**src/hw/rtl/hbs_pkg.sv**
```systemverilog
// Package of the heightmap sampler: grid sizes, widths, codes, types.
// Used by every RTL file of the block; depends on nothing.
`default_nettype none

package hbs_pkg;

    localparam int GRID_X_MAX = 256;
    localparam int GRID_Z_MAX = 256;
    localparam int X_W        = $clog2(GRID_X_MAX);
    localparam int Z_W        = $clog2(GRID_Z_MAX);
    localparam int ADDR_W     = X_W + Z_W;

    localparam int DIM_W   = 9;    // grid size registers
    localparam int SCALE_W = 16;   // cell scale, unsigned Q8.8
    localparam int POS_W   = 24;   // world position, signed Q16.8
    localparam int H_W     = 16;   // height, signed Q8.8
    localparam int FRAC_W  = 8;
    localparam int DIV_W   = 32;   // dividend and quotient of the shared divider
    localparam int CNT_W   = $clog2(DIV_W);
    localparam int W_W     = FRAC_W + 1;  // blend weight 0..256
    localparam int V_W     = 25;   // one-axis blend, up to 256 * 32768
    localparam int ACC_W   = 33;   // two-axis blend

    localparam logic [DIM_W-1:0] GRID_X_LIM = DIM_W'(GRID_X_MAX);
    localparam logic [DIM_W-1:0] GRID_Z_LIM = DIM_W'(GRID_Z_MAX);
    localparam logic [W_W-1:0]   W_ONE      = W_W'(1 << FRAC_W);

    localparam logic [1:0] FUNC_SAMPLE = 2'd0;
    localparam logic [1:0] FUNC_WRITE  = 2'd1;
    localparam logic [1:0] FUNC_READ   = 2'd2;

    localparam logic [1:0] REG_GRID_WIDTH = 2'd0;
    localparam logic [1:0] REG_GRID_DEPTH = 2'd1;
    localparam logic [1:0] REG_CELL_SCALE = 2'd2;

    typedef enum logic [2:0] {
        ST_IDLE,
        ST_DIV_X,
        ST_DIV_Z,
        ST_CORNER,
        ST_BLEND,
        ST_READ,
        ST_FINISH
    } t_state;

    typedef struct packed {
        logic             start;
        logic [DIV_W-1:0] dividend;
    } t_div_req;

    typedef struct packed {
        logic           en;
        logic           clr;
        logic [W_W-1:0] weight;
    } t_mac_ctrl;

endpackage

`default_nettype wire

```
**src/hw/rtl/hbs_mac.sv**
```systemverilog
// Shared multiply-accumulate unit of the heightmap sampler: weight times value per cycle while enabled.
// Depends on hbs_pkg.
`default_nettype none

module hbs_mac (
    input  wire                                 i_clk,
    input  wire hbs_pkg::t_mac_ctrl             i_ctrl,
    input  wire signed [hbs_pkg::V_W-1:0]       i_value,
    output logic signed [hbs_pkg::ACC_W-1:0]    o_acc
);
    import hbs_pkg::*;

    logic signed [W_W+V_W:0]  product;
    logic signed [ACC_W-1:0]  base;
    logic signed [ACC_W-1:0]  r_acc, n_acc;

    assign product = $signed({1'b0, i_ctrl.weight}) * i_value;
    assign base    = i_ctrl.clr ? '0 : r_acc;

    always_comb begin
        n_acc = r_acc;
        if (i_ctrl.en) begin
            n_acc = base + $signed(product[ACC_W-1:0]);
        end
    end

    always_ff @(posedge i_clk) begin
        r_acc <= n_acc;
    end

    assign o_acc = r_acc;

endmodule

`default_nettype wire

```
**config.mk**
```make
export PLATFORM = sky130hd
export DESIGN_NAME = hbs_mac
export DESIGN_NICKNAME = d
export VERILOG_FILES = /design/src/hw/rtl/hbs_pkg.sv /design/src/hw/rtl/hbs_mac.sv
export SDC_FILE = /design/constraint.sdc
export NUM_CORES = 1
export LEC_CHECK = 0
export ABC_AREA = 0
export BUFFER_PORTS_ARGS = -buffer_cell sky130_fd_sc_hd__buf_4
export CAP_MARGIN = 5
export CELL_PAD_IN_SITES_DETAIL_PLACEMENT = 1
export CELL_PAD_IN_SITES_GLOBAL_PLACEMENT = 1
export CORE_AREA = 4 4 175 135
export CTS_BUF_LIST = sky130_fd_sc_hd__clkbuf_2
export CTS_CLUSTER_DIAMETER = 30
export DETAILED_ROUTE_END_ITERATION = 8
export DIE_AREA = 0 0 179 139
export PLACE_DENSITY_LB_ADDON = 0.1
export SLEW_MARGIN = 20
export SYNTH_ARGS = -nofsm -noshare
export SYNTH_HDL_FRONTEND = slang
export SYNTH_SLANG_ARGS = --single-unit
```
**constraint.sdc**
```tcl
create_clock -name i_clk -period 5.9 [get_ports i_clk]
set_input_delay 0.885 -clock i_clk [delete_from_list [all_inputs] [get_ports i_clk]]
set_output_delay 0.885 -clock i_clk [all_outputs]
set_load 0.1 [all_outputs]
```
; After elaboration in Yosys (flattened, before gate mapping)
; Index checks and enable logic that the tools add are counted.
[word_totals]
in_bits = 37
output_inout_bits = 33
wordCells = 4
reg_bits = 33
[op_classes]
multipliers = 1
add_sub_neg = 1
muxes = 1
[ops]
columns = op, count
row1 = $add A33 B33 Y33, 1
row2 = $mul A10 B25 Y33, 1
row3 = $mux W33, 1

; Longest topological paths before layout
[logic_depth]
depth_word = 2
ltp_mapped = 22
depth_no_buf = 20

; Worst setup path before layout
; No wires, ideal clock.
[synth_timing]
path_type = in2reg
start = in i_ctrl[1] (netlist bit)
end = reg r_acc[31] (netlist: o_acc[31]), data pin
cell_stages = 20
setup_ns = 0.270
t_required_ns = 5.630
arrival_ns = 5.628
slack_ns = 0.002
n_path_buf = 2
cell_sequence = clkbuf_1 nand2_1 fa_1 fa_1 inv_1 fa_1 fa_1 inv_1 fa_1 inv_1 ha_1 buf_2 nand2_2 nor2_2 and3b_2 o21ai_2 o41ai_4 a31oi_2 o41ai_2 xor2_1
[synth_via]
elab_chain_len = 2
[synth_lines]
columns = element, line_no
row1 = from (decl), hbs_mac.sv:7  ; input wire hbs_pkg::t_mac_ctrl i_ctrl,
row2 = $mul A10 B25 Y33, hbs_mac.sv:17  ; assign product = $signed({1'b0, i_ctrl.weight}) * i_value;
row3 = $add A33 B33 Y33, hbs_mac.sv:23  ; n_acc = base + $signed(product[ACC_W-1:0]);
row4 = to (signal assigned), hbs_mac.sv:28  ; r_acc <= n_acc;
row5 = to (decl), hbs_mac.sv:15  ; logic signed [ACC_W-1:0] r_acc, n_acc;
; Every way passes these cells.
; A chain may end at the register's enable or synchronous reset.

; Final worst setup path
[layout_timing]
start = in i_ctrl[4] (netlist bit)
end = reg r_acc[31] (netlist: o_acc[31]), data pin
; Same word-level chain as after synthesis.

==> reports/qor.csv <==
metric,value,unit
"flops & latches, synth",33,
cells after synthesis,1046,
iteration count of the initial detailed-routing pass,5,
CTS buffer count,5,
crit path DAT,5.99,ns
"commonest non-fill, non-tap cell in the layout",inv_1,
worst setup path class,in2reg,
CTS tree,yes,
DIE HEIGHT,139,um
Area after DPL,11500,sq um
normalized max-slew margin,64.6,%
Yosys Warn Count,0,
Clock Sinks,33,
sequential share of the synthesized area,10.2,%
deepest clock path buffer count,2,
die width,179,um
first-pass GRT wire length,46700,um
drt drc,0,
clock latency on the worst-skew pair,0.51,ns
skew final,0.0377,ns
antenna violations before repair,1,
fin crit period,5.71,ns
cell area after layout,11600,sq um
largest cells by area after synthesis,"fa_1, edfxtp_1, inv_1",
Yosys cell types,44,
hold crit path type,reg2reg,
area of the mapped netlist,9680,sq um
wire length per cell,18.9,um
Worst Setup End Kind,register,
# setup viols final,0,
final wirelength,28800,um
"EDFF count, synth",33,
cell taking the most area after synthesis,fa_1,
RSZ-0062 raised after global routing,false,
Final period util,96.8,%
Worst Max-Slew Pin Slew,0.531,ns
Synth top area share,43.2,%
Syn-to-layout area delta,20.2,%
Placer Congestion,0.872,
DP Wirelength,24800,um
status,"finished, final reports clean",
syn avg cell area,9.25,sq um
Overflow after GRT,0,
vias in the first global route,8392,
post-synthesis async set-or-reset flop share,0,%
boundary pin count,70,
max reg flops,33,
# nets final,1543,
Max Freq,0.175,GHz
via count,7504,
Fin. Hold Viols,0,
clock slew at reported path FFs,0.26,ns
Die ar.,24900,sq um
core area,21800,sq um
DRT antenna net count,0,
Max Transition Viols Final,0,
share of post-route cells with drive strength above 1,18.6,%
largest net degree at the start of global routing,34,
Main synth FF type,edfxtp_1,
Final TNS setup,0,ns
port bufs,69,
row count,47,
CP Data Required Time,6.18,ns
syn nets,1366,
initial DRC count,359,
starting density of the core,44.4,%
startpoint types,input port,
worst-path fanout max,9,
CTS root buf,clkbuf_2,
most frequent cells in the layout,"inv_1, fa_1, buf_4",
gr usage total,24.4,%
routed vias/inst,4.94,
Max Cap Viol,0,
htree depth,2,
==> routing by layer <==
metal	track usage, %	wire [um]
met1	39.1	14400
met5	0	0
met4	2.22	143
met2	35.8	12500
met3	4.28	1700
==> worst max-delay path, stage by stage <==
cell     delay [ns]
buf_4          0.15
buf_4          0.16
and2_1         0.16
fa_1           0.51
fa_1           0.57
fa_1           0.43
fa_1           0.49
inv_1          0.05
fa_1           0.48
inv_1          0.05
ha_1           0.37
nand2_2        0.09
nor2_2         0.12
and3b_2        0.24
o21ai_2        0.12
o41ai_4        0.36
a31oi_4        0.21
o41ai_4        0.42
xor2_1         0.11
==> cell usage after synthesis, types with 2 or more instances <==
library cell,number
and2_1,100
nor2b_1,27
xor2_1,13
a221o_1,2
nor2_1,11
edfxtp_1,33
nor3_1,3
clkbuf_1,33
nand2b_1,11
o21ai_0,9
a31oi_1,4
o31ai_1,2
o21a_1,9
buf_1,3
fa_1,209
inv_1,263
nand3_1,2
ha_1,74
nand4_1,5
a211oi_1,5
xnor2_1,25
o21ai_1,8
a21o_1,8
a21oi_1,24
nand2_1,142
o21bai_1,3
==> area by class of cell <==
type	instances	area, sq um
Clock buffer	6	30.0
Antenna cell	1	2.50
Sequential cell	33	991
Clock inverter	2	33.8
Multi-Input combinational cell	713	7620
Inverter	263	987
Fill cell	2578	10200
Tap cell	294	368
Timing Repair Buffer	207	1600
==> final timing paths <==
path,from,to,slack (ns),cells after the start
hold reg to reg,o_acc[0],o_acc[0],0.80,2
setup / recovery,i_ctrl[4],o_acc[31],0.19,19
hold / removal,o_acc[0],o_acc[0],0.80,2
setup reg to reg,o_acc[5],o_acc[31],1.05,15
==> repair_timing <==
action                                  CTS  global route
endpoints found under the setup margin    0             7
hold buffers                              0             0
gates resized for setup                   0            13
setup buffers                             0             3
==> cell families after synthesis <==
kind of cell,Yosys count,synth area share [%]
adder cells (fa/ha/maj),283,52.8
XOR/XNOR,38,3.44
AND/OR/NAND/NOR,307,15.9
buffers and inverters,300,11.6
AO/OA/AOI/OAI,85,6.01
flip-flops,33,10.2
==> per-stage QoR <==
stage               cells  utilization [%]  hold slack (ns)  worst slack, ns
floorplan            1046                -            0.997          0.00195
global route         1519             53.3            0.840          0.00461
global placement     1507             52.6            0.744           -0.502
CTS                  1515             52.9            0.798           0.0550
finish               1519             53.3            0.801            0.192
detailed placement   1507             52.6            0.743           -0.517
Power is left out: the tool's default activity adds up to more than one toggle a clock period on the data nets, which glitch-free logic cannot reach.
