<file path="config.mk">
export PLATFORM = sky130hd
export DESIGN_NAME = hbs_divider
export DESIGN_NICKNAME = d
export VERILOG_FILES = /design/src/hw/rtl/hbs_pkg.sv /design/src/hw/rtl/hbs_divider.sv
export SDC_FILE = /design/constraint.sdc
export NUM_CORES = 1
export LEC_CHECK = 0
export ABC_AREA = 1
export BUFFER_PORTS_ARGS = -buffer_cell sky130_fd_sc_hd__buf_2
export CAP_MARGIN = 20
export CORE_MARGIN = 4
export CORE_UTILIZATION = 52
export CTS_CLUSTER_DIAMETER = 100
export CTS_CLUSTER_SIZE = 25
export DETAILED_ROUTE_END_ITERATION = 16
export GPL_ROUTABILITY_DRIVEN = 0
export PLACE_DENSITY = 0.72
export SLEW_MARGIN = 30
export SYNTH_ARGS = -nofsm -noshare
export SYNTH_HDL_FRONTEND = slang
export SYNTH_SLANG_ARGS = --single-unit
</file>
<file path="constraint.sdc">
create_clock -name i_clk -period 2.2 [get_ports i_clk]
set_clock_uncertainty 0.1 [all_clocks]
set_input_delay 0.44 -clock i_clk [delete_from_list [all_inputs] [get_ports i_clk]]
set_output_delay 0.44 -clock i_clk [all_outputs]
set_load 0.005 [all_outputs]
</file>
<file path="src/hw/rtl/hbs_pkg.sv">
// Package of the heightmap sampler: grid sizes, widths, codes, types.
// Used by every RTL file of the block; depends on nothing.
`default_nettype none

package hbs_pkg;

    localparam int GRID_X_MAX = 256;
    localparam int GRID_Z_MAX = 256;
    localparam int X_W        = $clog2(GRID_X_MAX);
    localparam int Z_W        = $clog2(GRID_Z_MAX);
    localparam int ADDR_W     = X_W + Z_W;

    localparam int DIM_W   = 9;    // grid size registers
    localparam int SCALE_W = 16;   // cell scale, unsigned Q8.8
    localparam int POS_W   = 24;   // world position, signed Q16.8
    localparam int H_W     = 16;   // height, signed Q8.8
    localparam int FRAC_W  = 8;
    localparam int DIV_W   = 32;   // dividend and quotient of the shared divider
    localparam int CNT_W   = $clog2(DIV_W);
    localparam int W_W     = FRAC_W + 1;  // blend weight 0..256
    localparam int V_W     = 25;   // one-axis blend, up to 256 * 32768
    localparam int ACC_W   = 33;   // two-axis blend

    localparam logic [DIM_W-1:0] GRID_X_LIM = DIM_W'(GRID_X_MAX);
    localparam logic [DIM_W-1:0] GRID_Z_LIM = DIM_W'(GRID_Z_MAX);
    localparam logic [W_W-1:0]   W_ONE      = W_W'(1 << FRAC_W);

    localparam logic [1:0] FUNC_SAMPLE = 2'd0;
    localparam logic [1:0] FUNC_WRITE  = 2'd1;
    localparam logic [1:0] FUNC_READ   = 2'd2;

    localparam logic [1:0] REG_GRID_WIDTH = 2'd0;
    localparam logic [1:0] REG_GRID_DEPTH = 2'd1;
    localparam logic [1:0] REG_CELL_SCALE = 2'd2;

    typedef enum logic [2:0] {
        ST_IDLE,
        ST_DIV_X,
        ST_DIV_Z,
        ST_CORNER,
        ST_BLEND,
        ST_READ,
        ST_FINISH
    } t_state;

    typedef struct packed {
        logic             start;
        logic [DIV_W-1:0] dividend;
    } t_div_req;

    typedef struct packed {
        logic           en;
        logic           clr;
        logic [W_W-1:0] weight;
    } t_mac_ctrl;

endpackage

`default_nettype wire

</file>
<file path="src/hw/rtl/hbs_divider.sv">
// Shared restoring divider of the heightmap sampler: one quotient bit per cycle.
// Depends on hbs_pkg.
`default_nettype none

module hbs_divider (
    input  wire                          i_clk,
    input  wire                          i_rst_n,
    input  wire  hbs_pkg::t_div_req      i_req,
    input  wire  [hbs_pkg::SCALE_W-1:0]  i_divisor,
    output logic                         o_done,
    output logic [hbs_pkg::DIV_W-1:0]    o_quotient
);
    import hbs_pkg::*;

    logic                 r_busy, n_busy;
    logic                 r_done, n_done;
    logic [CNT_W-1:0]     r_cnt, n_cnt;
    logic [DIV_W-1:0]     r_quo, n_quo;
    logic [SCALE_W-1:0]   r_rem, n_rem;
    logic [SCALE_W-1:0]   r_dsr, n_dsr;
    logic [SCALE_W:0]     trial;
    logic [SCALE_W:0]     diff;
    logic                 fits;

    // shift the next dividend bit into the partial remainder
    assign trial = {r_rem, r_quo[DIV_W-1]};
    assign diff  = trial - {1'b0, r_dsr};
    assign fits  = trial >= {1'b0, r_dsr};

    always_comb begin
        n_busy = r_busy;
        n_done = 1'b0;
        n_cnt  = r_cnt;
        n_quo  = r_quo;
        n_rem  = r_rem;
        n_dsr  = r_dsr;
        if (i_req.start) begin
            n_busy = 1'b1;
            n_cnt  = '0;
            n_quo  = i_req.dividend;
            n_rem  = '0;
            n_dsr  = i_divisor;
        end else if (r_busy) begin
            n_quo = {r_quo[DIV_W-2:0], fits};
            n_rem = fits ? diff[SCALE_W-1:0] : trial[SCALE_W-1:0];
            n_cnt = r_cnt + CNT_W'(1);
            if (r_cnt == CNT_W'(DIV_W - 1)) begin
                n_busy = 1'b0;
                n_done = 1'b1;
            end
        end
    end

    always_ff @(posedge i_clk) begin
        if (!i_rst_n) begin
            r_busy <= 1'b0;
            r_done <= 1'b0;
        end else begin
            r_busy <= n_busy;
            r_done <= n_done;
        end
    end

    always_ff @(posedge i_clk) begin
        r_cnt <= n_cnt;
        r_quo <= n_quo;
        r_rem <= n_rem;
        r_dsr <= n_dsr;
    end

    assign o_done     = r_done;
    assign o_quotient = r_quo;

endmodule

`default_nettype wire

</file>
# Yosys cells after proc, flatten, opt, wreduce, memory -nomap -nowiden
# Cells that the tools add are included.
# totals
n_memories	0
rom_bits	0
latch_bits	0
mem_bits_rw	0
inputBits	51
reg_bits	71
# classes
addsub	2
n_shift	0
n_mul	0
n_eq_ne	1
n_bitwise	2
div_mod_pow	0
n_reduce_logical	2
mux	7
magnitude_cmp	1
# ops
op	count
2-to-1 mux 32 bit	2
>= comparator 17 x 16 -> 1 bit	1
2-to-1 mux 16 bit	1
subtractor 16 bit	1
adder 5 x 1 -> 5 bit, second input constant	1
== test 5 bit, second input constant	1
2-to-1 mux 1 bit	4
OR reduction 3 bit	1
NOT 1 bit	2
nonzero test 2 bit	1

# Depth between registers and ports, before layout
# depth
ltp_word	4
mapped_depth	15
mapped_depth_nobuf	14

# Least setup slack after synthesis
# No wires, ideal clock.
# synth_timing
path_type	input to register
start	input i_req[32] (netlist bit)
end	register r_quo[0], in the netlist o_quotient[0], enable pin
path_slack_ns	0.257
arrival_ns	1.432
t_required_ns	1.689
stages	3
path_buffers	1
path_cell_list	buf_2 nor2_1 inv_1
# synth_between
elab_chain_cells	1
# synth_rtl
element	line	text
from (decl)	hbs_divider.sv:8	input wire hbs_pkg::t_div_req i_req,
nonzero test 2 bit (no source line)	-	
to (signal assigned)	hbs_divider.sv:66	r_quo <= n_quo;
to (decl)	hbs_divider.sv:18	logic [DIV_W-1:0] r_quo, n_quo;
# No other way between the ends.
# A chain may end at the register's enable or synchronous reset.

# Worst setup path in the final report
# layout_timing
start	register r_quo[31], in the netlist o_quotient[31]
end	register r_rem[14]
# layout_between
elab_chain_cells	2
word_cells_on_any_way	3
# layout_rtl
element	line	text
subtractor 16 bit / >= comparator 17 x 16 -> 1 bit (equally long branches)	hbs_divider.sv:27, hbs_divider.sv:28	
2-to-1 mux 16 bit *	hbs_divider.sv:45	n_rem = fits ? diff[SCALE_W-1:0] : trial[SCALE_W-1:0];
to (signal assigned)	hbs_divider.sv:67	r_rem <= n_rem;
to (decl)	hbs_divider.sv:19	logic [SCALE_W-1:0] r_rem, n_rem;
# Every way passes the cells marked *; elsewhere a longest branch is shown, timed or not.

==> summary.md <==
The flow ran to the end, and the final reports show no timing, DRC or antenna violations. CTS placed an instance of clkbuf_8 at the clock tree root. The row count is 31.

Measured along the x axis, the die boundary spans 95.7 um. In this run the power spent charging and discharging nets is 842 uW. For the number of antenna violations at the first check in global routing, the log shows 0.

The tools report the via count of the first global-routing pass as 3353. The repair_antennas step left the layout with diodes totalling 0. The clock passes through at most 2 buffers.

The number of remaining DRC errors is 0. In this run the standard cell core region covers 7370 um2. Setup violations remaining at the end of the flow were counted as 0. For the first-pass iteration count of the detailed router, the log shows 5. The run gives 2350 ps as the required time of the critical path.

Among all flip-flop cells after synthesis, the most frequent one is edfxtp_1. The mapped netlist covers 4000 um2. Of the cells placed in the final design, the portion with a size suffix greater than 1 is 20.8%. The die is 95.7 um tall. Averaged over all synthesized cells, the footprint is 7.93 um2. The detail route stage leaves a number of antenna-violating nets equal to 0. The data arrival time at the worst-slack endpoint was 2230 ps; the final cycle utilization of the critical path was 94.7%.

The number of ports placed on the die boundary was 84; the growth of design area from synthesis to finish was 19.3%. The number of nets in the synthesized netlist is 575. The clock network power share was 35.7%; the clock-pin slew on the worst setup and hold paths was 90 ps.

Final number of hold-violating endpoints: 0. The run gives 21.3% as the global routing usage summed across all routing layers. Entering global routing, the biggest net connects 42 pins. Counting every sink on the clock net gives 71.

The launching element type of the critical path was a flop. The total power density per cell area was 646 nW/um2; the average wire per standard cell was 12.7 um. The most frequent standard cell in the layout excluding fill and tap cells was nand2_1. Layout net count: 665. Sort of element at the end of the critical path: a flop.

The warning count from the yosys run is 0, and the total clock buffers created by CTS is 9. TritonCTS built the clock tree. The die covers 9170 um2. The transition time at the pin with the least slew margin was 420 ps; the max-slew violation total from the final report was 0.

The maximum achievable frequency came out at 480 MHz. For this configuration, the core starts out at a cell density of 54.3%. Before CTS, the worst setup slack after placement is 120 ps. In this run the number of H-tree levels came out at 3. For the post-detailed-placement half-perimeter wirelength, the log shows 6.35 mm.

The post-synthesis async set-or-reset flop share was 0%; the worst-case setup margin in the final layout was 117 ps. The logs give 32 for the count of unique library cells instantiated by Yosys and 505 for the cell count after synthesis. The portion of total power attributed to combinational logic is 13.1%. In this run the tightest slew margin relative to its limit is 72.0%. The setup path with the least slack is of type reg2reg. The layout has 680 filler cells. Setup repair after global routing could not meet its margin everywhere. After detailed routing, the number of vias per cell comes to 4.90.

The overall via count from detail_route is 3425, and the number of synthesized flops with an enable pin is 48. Sequential cells burn 51.2% of the power. The tools report the internal power contribution as 2.24 mW. The first global-routing pass estimated 15.1 mm of wire. Sequential elements use 47.5% of the synthesized area. The detailed router finished its first iteration with 160 violations.

For the finished layout, the period the worst path requires is 2080 ps. In this run the worst hold path is classified as in2reg. The total congestion overflow after global routing is 0. Switching power as a share of total power: 27.3%. In the layout the commonest cells are nand2_1, buf_2, inv_1.

VDD sags by at most 0.397 mV. Walking the worst path, the cells encountered are inv_1, ha_1, fa_1, inv_1, nand4_1, nand2_1, nand2_1, nand2_1, nand2_1, nand2_1, nand2_1, nand3_1, nand2_1. On the worst path, the slowest cell contributes a delay of 440 ps. Number of buffers inserted by port buffering: 83. Power comes to 3.09 mW.

In this run the worst path has a maximum fanout of 3. The insertion delay to the later sink of the worst-skew pair is 360 ps, and the synthesis-stage register bit count is 71. The analysis attributes to cell leakage a power of 2.54 nW.

For this design, the slowest cell found on the critical path is fa_1. Counting stages on the worst path, the most repeated cell is nand2_1. After clock tree synthesis, the flow added hold-fix buffers numbering 0.

The routed design has 8.87 mm of wire. Across the run, the number of max-cap violations was 0.
-- final cells by class --
class                   count  area (um2)  area share [%]
repair buffers             92         508            10.6
clock buffers               9         124            2.59
clock inverters             7        80.1            1.68
inverters                  65         244            5.11
multi-input cells         356        1800            37.6
well taps                  99         124            2.59
flip-flops and latches     71        1900            39.8
-- worst paths after layout --
check                            endpoint  slack [ps]            from  cells past startpoint
worst max-delay path            r_rem[14]         120  o_quotient[31]                     13
worst min-delay path            r_dsr[11]         150   i_divisor[11]                      1
worst max register to register  r_rem[14]         120  o_quotient[31]                     13
worst min register to register  r_rem[12]         370       r_rem[12]                      2
-- cells by family (layout without fill, tap and decap cells) --
logic type	Yosys count	count (layout)	share of synthesized area, %
buffers and inverters	78	173	8.03
and+or+nand+nor	311	311	34.0
xor gates and xnor gates	6	6	1.31
AOI/OAI and AO/OA	20	20	2.97
DFF	71	71	47.5
adders and majority gates	19	19	6.13
-- worst max-delay path, delay by kind of cell (launching register included) --
kind          cells  cell delay, ps
buf+inv           2             160
simple gates      9             710
fa+ha+maj         2             660
flops             1             360
-- flip-flops by register name, indices dropped and copies added (netlist names) --
| register | flops |
|---|---|
| r_dsr | 16 |
| r_rem | 16 |
| r_busy | 1 |
| o_quotient | 32 |
| o_done | 1 |
| r_cnt | 5 |
-- Yosys cell counts (3+ instances only) --
cell	count	area [um2]
edfxtp_1	48	1440
nand3_1	25	125
nor2_1	12	45.0
inv_1	61	229
clkbuf_1	8	30.0
nand2_2	4	25.0
nand2_1	235	882
nand3b_1	19	143
xnor2_1	5	43.8
dfxtp_1	23	460
nand4_1	3	18.8
nor3_1	6	30.0
a21oi_1	11	55.1
ha_1	18	225
inv_2	3	11.3
-- power groups by stage --
stage	sequential (mW)	combinational [mW]	clock (mW)
2_1_floorplan	1.61	0.219	0
3_3_place_gp	1.61	0.397	0
3_5_place_dp	1.61	0.405	0
4_1_cts	1.58	0.405	1.13
5_1_grt	1.59	0.462	1.19
6_report	1.58	0.405	1.10
-- per-stage QoR --
stage                     hold WS [ps]  TNS [ps]  instances  utilization (%)  cell area, um2
final                              149         0        699             64.8            4780
after global routing               128     -42.4        699             64.8            4780
after CTS                          134         0        695             64.2            4730
after detailed placement           360         0        679             61.4            4530
after global placement             359         0        679             61.4            4530
after floorplan                    344         0        505                -            4000
-- metal layers --
metal,vias to the layer above,share of wire (%),track usage [%]
met4,0,1.6,5.92
met3,11,7.1,7.97
li1,1777,-,-
met5,-,0,0
met2,81,45,33.4
met1,1556,47,27.6
-- repair_timing --
item,CTS,global route
endpoints found under the hold margin,0,0
setup endpoints to repair,0,16
setup buffers,0,4
resized for setup,0,3
Note: power is estimated with default switching activity, not from simulation.
